**config.mk**
```make
export PLATFORM = sky130hd
export DESIGN_NAME = bisection_cubic_root_top
export DESIGN_NICKNAME = d
export VERILOG_FILES = /design/src/hdl/bcr_pkg.sv /design/src/hdl/bisection_cubic_root_top.sv
export SDC_FILE = /design/constraint.sdc
export NUM_CORES = 2
export LEC_CHECK = 0
export ABC_AREA = 1
export BUFFER_PORTS_ARGS = -buffer_cell sky130_fd_sc_hd__buf_4
export CORE_ASPECT_RATIO = 0.6
export CORE_MARGIN = 10
export CORE_UTILIZATION = 30
export CTS_BUF_LIST = sky130_fd_sc_hd__clkbuf_2
export CTS_CLUSTER_DIAMETER = 120
export DETAILED_ROUTE_END_ITERATION = 8
export SLEW_MARGIN = 10
export SYNTH_ARGS = -nofsm -noshare
export SYNTH_HDL_FRONTEND = slang
export SYNTH_SLANG_ARGS = --single-unit
```
**constraint.sdc**
```tcl
create_clock -name clk_i -period 28.2 [get_ports clk_i]
set_input_delay 7.05 -clock clk_i [delete_from_list [all_inputs] [get_ports clk_i]]
set_output_delay 7.05 -clock clk_i [all_outputs]
set_load 0.01 [all_outputs]
```
**src/hdl/bcr_pkg.sv**
```systemverilog
// shared types and constants for the bisection cubic root finder
// no dependencies

package bcr_pkg;

  localparam int DATA_W        = 32;
  localparam int ACC_W         = 64;
  localparam int STEPS_W       = 7;
  localparam int TOL_W         = 31;
  localparam int LIMIT_W       = 7;
  localparam int CFG_IDX_W     = 3;
  localparam int FRAC_BITS_DEF = 16;
  localparam int MAX_STEPS_DEF = 64;

  // configuration register indexes
  localparam logic [CFG_IDX_W-1:0] CFG_COEF_CUBIC    = 3'd0;
  localparam logic [CFG_IDX_W-1:0] CFG_COEF_SQUARE   = 3'd1;
  localparam logic [CFG_IDX_W-1:0] CFG_COEF_LINEAR   = 3'd2;
  localparam logic [CFG_IDX_W-1:0] CFG_COEF_CONSTANT = 3'd3;
  localparam logic [CFG_IDX_W-1:0] CFG_WIDTH_TOL     = 3'd4;
  localparam logic [CFG_IDX_W-1:0] CFG_ZERO_THRESH   = 3'd5;
  localparam logic [CFG_IDX_W-1:0] CFG_ITER_LIMIT    = 3'd6;

  typedef enum logic [1:0] {
    STOP_WIDTH = 2'd0,
    STOP_ZERO  = 2'd1,
    STOP_LIMIT = 2'd2
  } stop_reason_e;

  typedef enum logic [2:0] {
    ST_IDLE,
    ST_CHECK,
    ST_MUL_LO,
    ST_MUL_HI,
    ST_ACC,
    ST_TEST,
    ST_DONE
  } state_e;

endpackage

```
**src/hdl/bisection_cubic_root_top.sv**
```systemverilog
// bisection root finder for a cubic in signed fixed point, one shared multiplier; uses bcr_pkg
// each evaluation, of f(a) once and of each midpoint, costs a check state, three horner steps on
//   one 33x32 multiplier (low partial product, high partial product, accumulate) and a test
//   state; a narrow start bracket or the step cap stops in the check state
// throughput: one bracket at a time, a new word is taken in the cycle after the result moves into
//   the output register; reset: coefficients and limits to defaults, block idle, output empty

module bisection_cubic_root_top #(
  parameter int FRAC_BITS = bcr_pkg::FRAC_BITS_DEF,
  parameter int MAX_STEPS = bcr_pkg::MAX_STEPS_DEF
) (
  input  logic                                 clk_i,
  input  logic                                 rst_ni,
  // configuration write port
  input  logic                                 cfg_we_i,
  input  logic [bcr_pkg::CFG_IDX_W-1:0]        cfg_index_i,
  input  logic [bcr_pkg::DATA_W-1:0]           cfg_data_i,
  // bracket words in
  input  logic                                 in_valid_i,
  output logic                                 in_stall_o,
  input  logic signed [bcr_pkg::DATA_W-1:0]    start_low_i,
  input  logic signed [bcr_pkg::DATA_W-1:0]    start_high_i,
  // result words out
  output logic                                 out_valid_o,
  input  logic                                 out_stall_i,
  output logic signed [bcr_pkg::DATA_W-1:0]    root_o,
  output logic [bcr_pkg::STEPS_W-1:0]          steps_taken_o,
  output logic [1:0]                           stop_reason_o
);
  import bcr_pkg::*;

  localparam int CntW = $clog2(MAX_STEPS + 1);
  localparam int ProdW = 2 * DATA_W + 1;        // 33x32 signed partial product
  localparam int WideW = ACC_W + DATA_W + 1;    // full acc*x product with headroom
  localparam logic [LIMIT_W-1:0] MaxLim = LIMIT_W'(MAX_STEPS);
  localparam logic signed [DATA_W-1:0] CubicRst  = DATA_W'(2 <<< FRAC_BITS);
  localparam logic signed [DATA_W-1:0] SquareRst = DATA_W'(-(4 <<< FRAC_BITS));
  localparam logic signed [DATA_W-1:0] LinearRst = DATA_W'(3 <<< FRAC_BITS);
  localparam logic signed [ACC_W-1:0]  AccMax = {1'b0, {(ACC_W-1){1'b1}}};
  localparam logic signed [ACC_W-1:0]  AccMin = {1'b1, {(ACC_W-1){1'b0}}};

  // configuration registers
  logic signed [DATA_W-1:0] coef_cubic_q, coef_square_q, coef_linear_q, coef_const_q;
  logic [TOL_W-1:0]         width_tol_q, zero_thr_q;
  logic [LIMIT_W-1:0]       iter_limit_q;

  // control
  state_e       state_q, state_d;
  logic         out_valid_q;
  logic [1:0]   hstep_q;        // horner step 0..2, reads 3 after the last
  logic         eval_a_q;       // current evaluation is f(a), not f(c)
  logic         fa_known_q;
  logic         fa_neg_q, fa_pos_q;

  // datapath
  logic signed [DATA_W-1:0] a_q, b_q, c_q, x_q;
  logic [CntW-1:0]          steps_q;
  logic signed [ACC_W-1:0]  acc_q;
  logic signed [ProdW-1:0]  pp_lo_q, pp_hi_q;
  stop_reason_e             reason_q;
  logic signed [DATA_W-1:0] root_q;
  logic [STEPS_W-1:0]       steps_out_q;
  stop_reason_e             reason_out_q;

  // combinational
  logic                     accept_in, load_out;
  logic signed [DATA_W:0]   mul_a;
  logic signed [ProdW-1:0]  mul_p;
  logic signed [DATA_W-1:0] coef_sel;
  logic signed [DATA_W:0]   diff, sum_ab;
  logic [DATA_W:0]          width;
  logic                     width_low, at_limit;
  logic [LIMIT_W-1:0]       lim_eff;
  logic signed [DATA_W-1:0] mid;
  logic signed [WideW-1:0]  prod_full, prod_sh;
  logic signed [ACC_W-1:0]  prod_sat, horner_next;
  logic signed [ACC_W:0]    add_sum;
  logic [ACC_W-1:0]         fc_mag;
  logic                     fc_small, fc_neg, fc_pos, go_left;

  // bracket width, step cap and midpoint
  always_comb begin
    diff      = {a_q[DATA_W-1], a_q} - {b_q[DATA_W-1], b_q};
    width     = diff[DATA_W] ? (DATA_W+1)'(0) - diff : diff;
    width_low = width < {2'b00, width_tol_q};
    if (iter_limit_q > MaxLim) begin
      lim_eff = MaxLim;
    end else if (iter_limit_q == '0) begin
      lim_eff = LIMIT_W'(1);
    end else begin
      lim_eff = iter_limit_q;
    end
    at_limit = LIMIT_W'(steps_q) >= lim_eff;
    sum_ab   = {a_q[DATA_W-1], a_q} + {b_q[DATA_W-1], b_q};
    mid      = sum_ab[DATA_W:1];      // floor of half the sum
  end

  // shared multiplier: low or high 32 bits of the accumulator times x
  assign mul_p = mul_a * $signed({x_q[DATA_W-1], x_q});

  // horner combine: floor shift, saturate to 64 bits, add the next coefficient
  always_comb begin
    prod_full = ($signed({{(WideW-ProdW){pp_hi_q[ProdW-1]}}, pp_hi_q}) <<< DATA_W)
              + $signed({{(WideW-ProdW){pp_lo_q[ProdW-1]}}, pp_lo_q});
    prod_sh   = prod_full >>> FRAC_BITS;
    if (&prod_sh[WideW-1:ACC_W-1] || ~|prod_sh[WideW-1:ACC_W-1]) begin
      prod_sat = prod_sh[ACC_W-1:0];
    end else begin
      prod_sat = prod_sh[WideW-1] ? AccMin : AccMax;
    end
    add_sum = {prod_sat[ACC_W-1], prod_sat}
            + {{(ACC_W-DATA_W+1){coef_sel[DATA_W-1]}}, coef_sel};
    if (add_sum[ACC_W] != add_sum[ACC_W-1]) begin
      horner_next = add_sum[ACC_W] ? AccMin : AccMax;
    end else begin
      horner_next = add_sum[ACC_W-1:0];
    end
  end

  // value test at the midpoint and side selection
  always_comb begin
    fc_mag   = acc_q[ACC_W-1] ? ACC_W'(0) - acc_q : acc_q;
    fc_small = fc_mag < {{(ACC_W-TOL_W){1'b0}}, zero_thr_q};
    fc_neg   = acc_q[ACC_W-1];
    fc_pos   = !acc_q[ACC_W-1] && (acc_q != '0);
    go_left  = (fc_neg && fa_pos_q) || (fc_pos && fa_neg_q);
  end

  // next state
  always_comb begin
    state_d = state_q;
    unique case (state_q)
      ST_IDLE:   if (in_valid_i) state_d = ST_CHECK;
      ST_CHECK:  state_d = (width_low || at_limit) ? ST_DONE : ST_MUL_LO;
      ST_MUL_LO: state_d = ST_MUL_HI;
      ST_MUL_HI: state_d = ST_ACC;
      ST_ACC:    state_d = (hstep_q == 2'd2) ? ST_TEST : ST_MUL_LO;
      ST_TEST: begin
        if (!eval_a_q && fc_small) begin
          state_d = ST_DONE;
        end else begin
          state_d = ST_CHECK;
        end
      end
      ST_DONE:   if (load_out) state_d = ST_IDLE;
      default:   state_d = ST_IDLE;
    endcase
  end

  // outputs of the sequencer
  always_comb begin
    in_stall_o = (state_q != ST_IDLE);
    accept_in  = in_valid_i && (state_q == ST_IDLE);
    load_out   = (state_q == ST_DONE) && (!out_valid_q || !out_stall_i);
    mul_a      = (state_q == ST_MUL_HI) ? $signed({acc_q[ACC_W-1], acc_q[ACC_W-1:DATA_W]})
                                        : $signed({1'b0, acc_q[DATA_W-1:0]});
    unique case (hstep_q)
      2'd0:    coef_sel = coef_square_q;
      2'd1:    coef_sel = coef_linear_q;
      default: coef_sel = coef_const_q;
    endcase
  end

  // control registers
  always_ff @(posedge clk_i or negedge rst_ni) begin
    if (!rst_ni) begin
      state_q     <= ST_IDLE;
      out_valid_q <= 1'b0;
    end else begin
      state_q <= state_d;
      if (load_out) begin
        out_valid_q <= 1'b1;
      end else if (!out_stall_i) begin
        out_valid_q <= 1'b0;
      end
    end
  end

  // configuration registers
  always_ff @(posedge clk_i or negedge rst_ni) begin
    if (!rst_ni) begin
      coef_cubic_q  <= CubicRst;
      coef_square_q <= SquareRst;
      coef_linear_q <= LinearRst;
      coef_const_q  <= '0;
      width_tol_q   <= TOL_W'(2);
      zero_thr_q    <= TOL_W'(1);
      iter_limit_q  <= LIMIT_W'(48);
    end else if (cfg_we_i) begin
      unique case (cfg_index_i)
        CFG_COEF_CUBIC:    coef_cubic_q  <= cfg_data_i;
        CFG_COEF_SQUARE:   coef_square_q <= cfg_data_i;
        CFG_COEF_LINEAR:   coef_linear_q <= cfg_data_i;
        CFG_COEF_CONSTANT: coef_const_q  <= cfg_data_i;
        CFG_WIDTH_TOL:     width_tol_q   <= cfg_data_i[TOL_W-1:0];
        CFG_ZERO_THRESH:   zero_thr_q    <= cfg_data_i[TOL_W-1:0];
        CFG_ITER_LIMIT:    iter_limit_q  <= cfg_data_i[LIMIT_W-1:0];
        default: ;
      endcase
    end
  end

  // datapath registers
  always_ff @(posedge clk_i) begin
    unique case (state_q)
      ST_IDLE: begin
        if (accept_in) begin
          a_q        <= start_low_i;
          b_q        <= start_high_i;
          c_q        <= '0;
          steps_q    <= '0;
          fa_known_q <= 1'b0;
        end
      end
      ST_CHECK: begin
        if (width_low) begin
          reason_q <= STOP_WIDTH;
        end else if (at_limit) begin
          reason_q <= STOP_LIMIT;
        end else begin
          hstep_q <= 2'd0;
          acc_q   <= ACC_W'(coef_cubic_q);
          // sign of f(a) is evaluated once; it follows a as the bracket moves
          if (!fa_known_q) begin
            x_q      <= a_q;
            eval_a_q <= 1'b1;
          end else begin
            x_q      <= mid;
            c_q      <= mid;
            steps_q  <= steps_q + CntW'(1);
            eval_a_q <= 1'b0;
          end
        end
      end
      ST_MUL_LO: pp_lo_q <= mul_p;
      ST_MUL_HI: pp_hi_q <= mul_p;
      ST_ACC: begin
        acc_q   <= horner_next;
        hstep_q <= hstep_q + 2'd1;
      end
      ST_TEST: begin
        if (eval_a_q) begin
          fa_known_q <= 1'b1;
          fa_neg_q   <= fc_neg;
          fa_pos_q   <= fc_pos;
        end else if (fc_small) begin
          reason_q <= STOP_ZERO;
        end else if (go_left) begin
          b_q <= c_q;
        end else begin
          a_q      <= c_q;
          fa_neg_q <= fc_neg;
          fa_pos_q <= fc_pos;
        end
      end
      ST_DONE: begin
        if (load_out) begin
          root_q       <= c_q;
          steps_out_q  <= STEPS_W'(steps_q);
          reason_out_q <= reason_q;
        end
      end
      default: ;
    endcase
  end

  assign out_valid_o   = out_valid_q;
  assign root_o        = root_q;
  assign steps_taken_o = steps_out_q;
  assign stop_reason_o = reason_out_q;

endmodule

```
## Word-level counts from Yosys, hierarchy flattened

Index checks and enable logic that the tools add are counted.

| word-level totals | value |
|---|---|
| register bits after elaboration | 579 |
| bits in latches | 0 |
| bits in writable memories | 0 |
| ROM bits | 0 |
| input bits | 104 |
| output and inout bits | 43 |
| logic and storage cells | 176 |
| memories | 0 |

| cells by class | value |
|---|---|
| $add $sub $neg | 8 |
| $mul | 1 |
| div/mod/pow operators | 0 |
| $lt $le $gt $ge | 4 |
| eq/ne operators | 31 |
| shifts and indexed selects | 0 |
| multiplexer cells | 60 |
| bitwise logic cells | 2 |
| reductions and logical operators | 44 |

Operator list:

| operator | count |
|---|---|
| 64-bit two-way mux | 7 |
| 32-bit two-way mux | 13 |
| 32-bit one-hot mux with 2 select lines | 4 |
| 64-bit one-hot mux with 2 select lines | 1 |
| 97-bit by 65-bit adder with 97-bit output | 1 |
| 33-bit two-way mux | 2 |
| 64-bit by 32-bit adder with 65-bit output | 1 |
| 33-bit by 32-bit multiplier with 65-bit output | 1 |
| 64-bit by 31-bit less-than comparator with 1-bit output | 1 |
| 64-bit nonzero test | 1 |
| 1-bit by 64-bit subtractor with 64-bit output (first input constant) | 1 |
| 7-bit two-way mux | 6 |
| 32-bit by 32-bit adder with 33-bit output | 1 |
| 33-bit by 31-bit less-than comparator with 1-bit output | 1 |
| 1-bit by 33-bit subtractor with 33-bit output (first input constant) | 1 |
| 32-bit by 32-bit subtractor with 33-bit output | 1 |
| 2-bit != test (second input constant) | 14 |
| 3-bit one-hot mux with 7 select lines | 1 |
| 3-bit equality test (second input constant) | 6 |
| 18-bit AND reduction | 1 |
| 2-bit AND reduction | 9 |
| 18-bit OR reduction | 1 |
| 3-bit two-way mux | 5 |
| 5-bit AND reduction | 3 |
| other kinds (27) | 67 |

## Logic depth before layout (Yosys ltp)

| logic depth | value |
|---|---|
| depth in word-level cells | 9 |
| depth in mapped cells | 41 |
| depth with buffers taken out | 40 |

## Least setup slack after synthesis

Ideal clock, no wire load.

| timing path | value |
|---|---|
| path kind | register -> register |
| start | register state_q[1] |
| end | register pp_hi_q[64] (data pin) |
| library setup time | 0.269 ns |
| arrival | 11.032 ns |
| required time | 27.931 ns |
| setup slack | 16.898 ns |
| cell stages (with the launch flop) | 29 |
| path buffers | 2 |
| clock period less this slack | 11.302 ns |
| cell sequence | dfrtp_1 inv_1 nor3_2 clkinv_1 clkbuf_1 nor2_2 inv_2 clkbuf_1 nor2_1 fa_1 fa_1 fa_1 fa_1 inv_1 fa_1 inv_1 fa_1 inv_1 fa_1 inv_1 fa_1 ha_1 a21o_1 a21oi_1 o211ai_1 nand3_1 o2111ai_1 a41oi_1 xor2_1 |

| between the ends | value |
|---|---|
| longest elaborated chain between the ends | 3 |

RTL lines:

| what | RTL line | source |
|---|---|---|
| start: declaration | bisection_cubic_root_top.sv:48 | `state_e state_q, state_d;` |
| start signal: assignment | bisection_cubic_root_top.sv:170 | `state_q <= state_d;` |
| 3-bit by 2-bit equality test with 1-bit output | bisection_cubic_root_top.sv:155 | `mul_a = (state_q == ST_MUL_HI) ? $signed({acc_q[ACC_W-1], acc_q[ACC_W-1:DATA_W]})` |
| 33-bit two-way mux | bisection_cubic_root_top.sv:155 |  |
| 33-bit by 32-bit multiplier with 65-bit output | bisection_cubic_root_top.sv:99 | `assign mul_p = mul_a * $signed({x_q[DATA_W-1], x_q});` |
| named net mul_p[64] | bisection_cubic_root_top.sv:68 | `logic signed [ProdW-1:0] mul_p;` |
| end signal: assignment | bisection_cubic_root_top.sv:236 | `ST_MUL_HI: pp_hi_q <= mul_p;` |
| end: declaration | bisection_cubic_root_top.sv:59 | `logic signed [ProdW-1:0] pp_lo_q, pp_hi_q;` |

The timed path passes the listed nets, and every way through them passes these cells.
A chain may end at the register's enable or synchronous reset.

## Worst setup path in the final report

| timing path | value |
|---|---|
| start | register acc_q[63] |
| end | register pp_hi_q[63] (data pin) |

| between the ends | value |
|---|---|
| longest elaborated chain between the ends | 2 |

RTL lines:

| what | RTL line | source |
|---|---|---|
| start: declaration | bisection_cubic_root_top.sv:58 | `logic signed [ACC_W-1:0] acc_q;` |
| start signal: assignment | bisection_cubic_root_top.sv:222 | `acc_q <= ACC_W'(coef_cubic_q);` |
| start signal: assignment | bisection_cubic_root_top.sv:238 | `acc_q <= horner_next;` |
| 33-bit two-way mux | bisection_cubic_root_top.sv:155 |  |
| 33-bit by 32-bit multiplier with 65-bit output | bisection_cubic_root_top.sv:99 |  |
| named net mul_p[63] | bisection_cubic_root_top.sv:68 |  |

The timed path passes the listed nets, and every way through them passes these cells.

==> reports/metrics.csv <==
stage,metric,value,unit
global_route,grtUsageTotal,20.89,%
global_route,globalRoute.totalOverflow,0,
route,vias,65314,
critical_path,cp.arrival,11830,ps
sta,max_freq,0.09488,GHz
clock_network,htreeDepth,4,
cells_and_area,final_cell_mix,"nand2_1, inv_1, nor2_1",
sta,setup_violations,0,
critical_path,critPathRequiredTime,29490,ps
floorplanning,start_util,30.12,%
route,drt_wl_total,294.5,mm
sta,finalMaxSlewViolations,0,
clock_network,clock-sinks,563,
global_route,antenna_found_initial,25,
clock_network,cts_tree,done,
global_route,grt_max_degree,80,
logic_synthesis,synth_ff_type,edfxtp_1,
sta,finalHoldViolCount,0,
logic_synthesis,synth_area,76200,sq um
logic_synthesis,syn_inst,9539,
critical_path,regToRegSetupSlack,17660,ps
cells_and_area,regMostFlops,pp_hi_q,
route,wl_per_cell,22.37,um
logic_synthesis,synth_edf_count,362,
worst_hold_path,hp-class,reg -> reg,
floorplanning,die_x,670.6,um
sta,finClkSkew,151.6,ps
critical_path,crit_family,adder cells,
critical_path,crit_buf_inv,7,
sta,timing.final.crit_share,37.37,%
flow_run,drv_cap,0,
cells_and_area,drive_gt1_share,6.278,%
route,vias_per_cell,4.962,
critical_path,worstReg2RegStart,acc_q[63],
critical_path,startpoint_type,flip-flop,
sta,hold-worst-slack,446.4,ps
cells_and_area,finalNetCount,11310,
cells_and_area,design_area,82640,sq um
logic_synthesis,mappedNetlistNets,11210,
route,drc,0,
global_route,grt_pass1_wl,429.6,mm
floorplanning,rows,143,
place,globalplace.congestion,1.038,
critical_path,r2r_cells,27,
logic_synthesis,ys_seq_area_share,20.90,%
clock_network,clockBufferDepth,3,
sta,grt_setup_unrepaired,false,
floorplanning,die_h,410.4,um
critical_path,cp_max_fo,64,
clock_network,post-cts-setup-buffer-count,0,
clock_network,hold_buffers,0,
sta,slew_headroom,17.16,%
cells_and_area,final_common_cell,nand2_1,
critical_path,critPathKind,reg -> reg,
sta,setup_tns,0,ps
route,first_iter_violations,8381,
critical_path,crit_path_frequent_cell,fa_1,
sta,final_period_minus_worst_setup_slack,10540,ps
place,dp_hpwl,244.9,mm
logic_synthesis,avgSynthCellArea,7.988,sq um
floorplanning,core_area,253000,sq um
outcome,status,finished clean,
sta,worst_pin_slew,1235,ps
logic_synthesis,synth-seq-cells,563,
place,post_dp_cell_area,81250,sq um
critical_path,endpoint_kind,flip-flop,
critical_path,reg2reg_to,pp_hi_q[63],
critical_path,worstSetupPathDepth,27,
critical_path,startpoint,acc_q[63],
logic_synthesis,ys_async_sr_fraction,35.70,%
critical_path,critPathCapture,pp_hi_q[63],
route,ant_nets,0,
logic_synthesis,ys_types,60,
clock_network,cts-root-buf,clkbuf_2,
critical_path,critPathMaxStageDelay,920,ps
cells_and_area,reg_top3,"pp_hi_q x65, acc_q x64, pp_lo_q x49",
clock_network,cts_resized,0,
critical_path,cpMaxStageDelayCell,fa_1,
clock_network,cts-buffers-inserted,140,
cells_and_area,largest_reg_flops,65,
logic_synthesis,yosys_warnings,0,
floorplanning,io_pins,147,
clock_network,insertion_delay,1510,ps
floorplanning,design.die.area,275200,sq um
global_route,grt_pass1_vias,62750,
route,drt_pass1_iterations,8,
cells_and_area,synthToLayoutAreaGrowth,8.455,%
clock_network,path_clk_slew,120,ps
place,io_buffers,146,
## cells in the mapped netlist (28+ instances only)
master / count / area [sq um]
fa_1: 1116 / 22340
dfrtp_1: 180 / 4504
nor2_1: 1216 / 4564
nand3_1: 282 / 1411
xor2_1: 176 / 1541
a31oi_1: 56 / 350.3
a21oi_1: 435 / 2177
clkbuf_1: 244 / 915.9
edfxtp_1: 362 / 10870
ha_1: 451 / 5643
a21o_1: 28 / 210.2
nor3_1: 78 / 390.4
o21ai_0: 432 / 2162
nand2_1: 2162 / 8115
nand4_1: 55 / 344.1
inv_1: 1788 / 6711
xnor2_1: 120 / 1051
## metrics by stage
| step | cells | utilization, % | setup slack (ps) |
|---|---|---|---|
| finish | 13162 | 32.67 | 17660 |
| global route | 13161 | 32.66 | 17140 |
| CTS | 13156 | 32.66 | 17730 |
| detailed placement | 12904 | 32.11 | 17820 |
| global placement | 12904 | 32.11 | 17850 |
| floorplan | 9539 | - | 16900 |
## worst register-to-register path, cell delays in order (launching register included)
cell      delay, ps
edfxtp_1        330
buf_4           540
inv_1           450
buf_4           320
nor2_2          570
inv_2           460
nor2_1          290
inv_1           140
fa_1            660
fa_1            920
fa_1            530
fa_1            510
inv_1            60
fa_1            560
fa_1            430
fa_1            510
fa_1            420
ha_1            400
nand2_1         110
nor2_1          290
inv_1           170
nor4_1          530
nand3_1         170
nand3_1         300
a21o_1          320
nand3b_1        110
nand3_1         100
xor2_1          170
## cells by family after synthesis
family | after synthesis | synth area share [%]
buffers and inverters | 2131 | 10.75
AND/OR/NAND/NOR | 3871 | 20.17
flip-flops | 563 | 20.90
XOR/XNOR | 297 | 3.424
adder cells (fa/ha/maj) | 1567 | 36.72
AO/OA/AOI/OAI | 1110 | 8.024
## worst min-delay path by stage
stage,startpoint,end,cells past startpoint
global placement,c_q[14],root_o[14],0
global route,c_q[29],root_o[29],0
CTS,c_q[29],root_o[29],0
finish,c_q[29],root_o[29],0
detailed placement,c_q[7],root_o[7],0
floorplan,reason_q[0],stop_reason_o[0],0
## cell type report
cell class,count,area [sq um]
multi-input combinational,6845,52210
clock buffer,196,980.9
clock inverter,56,394.1
inverter,1822,6839
tap,3407,4263
fill,27140,170400
timing repair buffer,267,2011
sequential,563,15930
antenna,6,15.01
## per-layer routing
| layer | vias up | part of all wire [%] | GRT usage [%] |
|---|---|---|---|
| met5 | - | 0.0092 | 0 |
| met1 | 31810 | 47 | 32.69 |
| met2 | 3656 | 35 | 25.56 |
| met3 | 273 | 16 | 9.411 |
| met4 | 4 | 1.7 | 3.637 |
| li1 | 29571 | - | - |
Power is not shown: default switching activity piles up to over one toggle a cycle in this logic, so the estimate is an artifact.
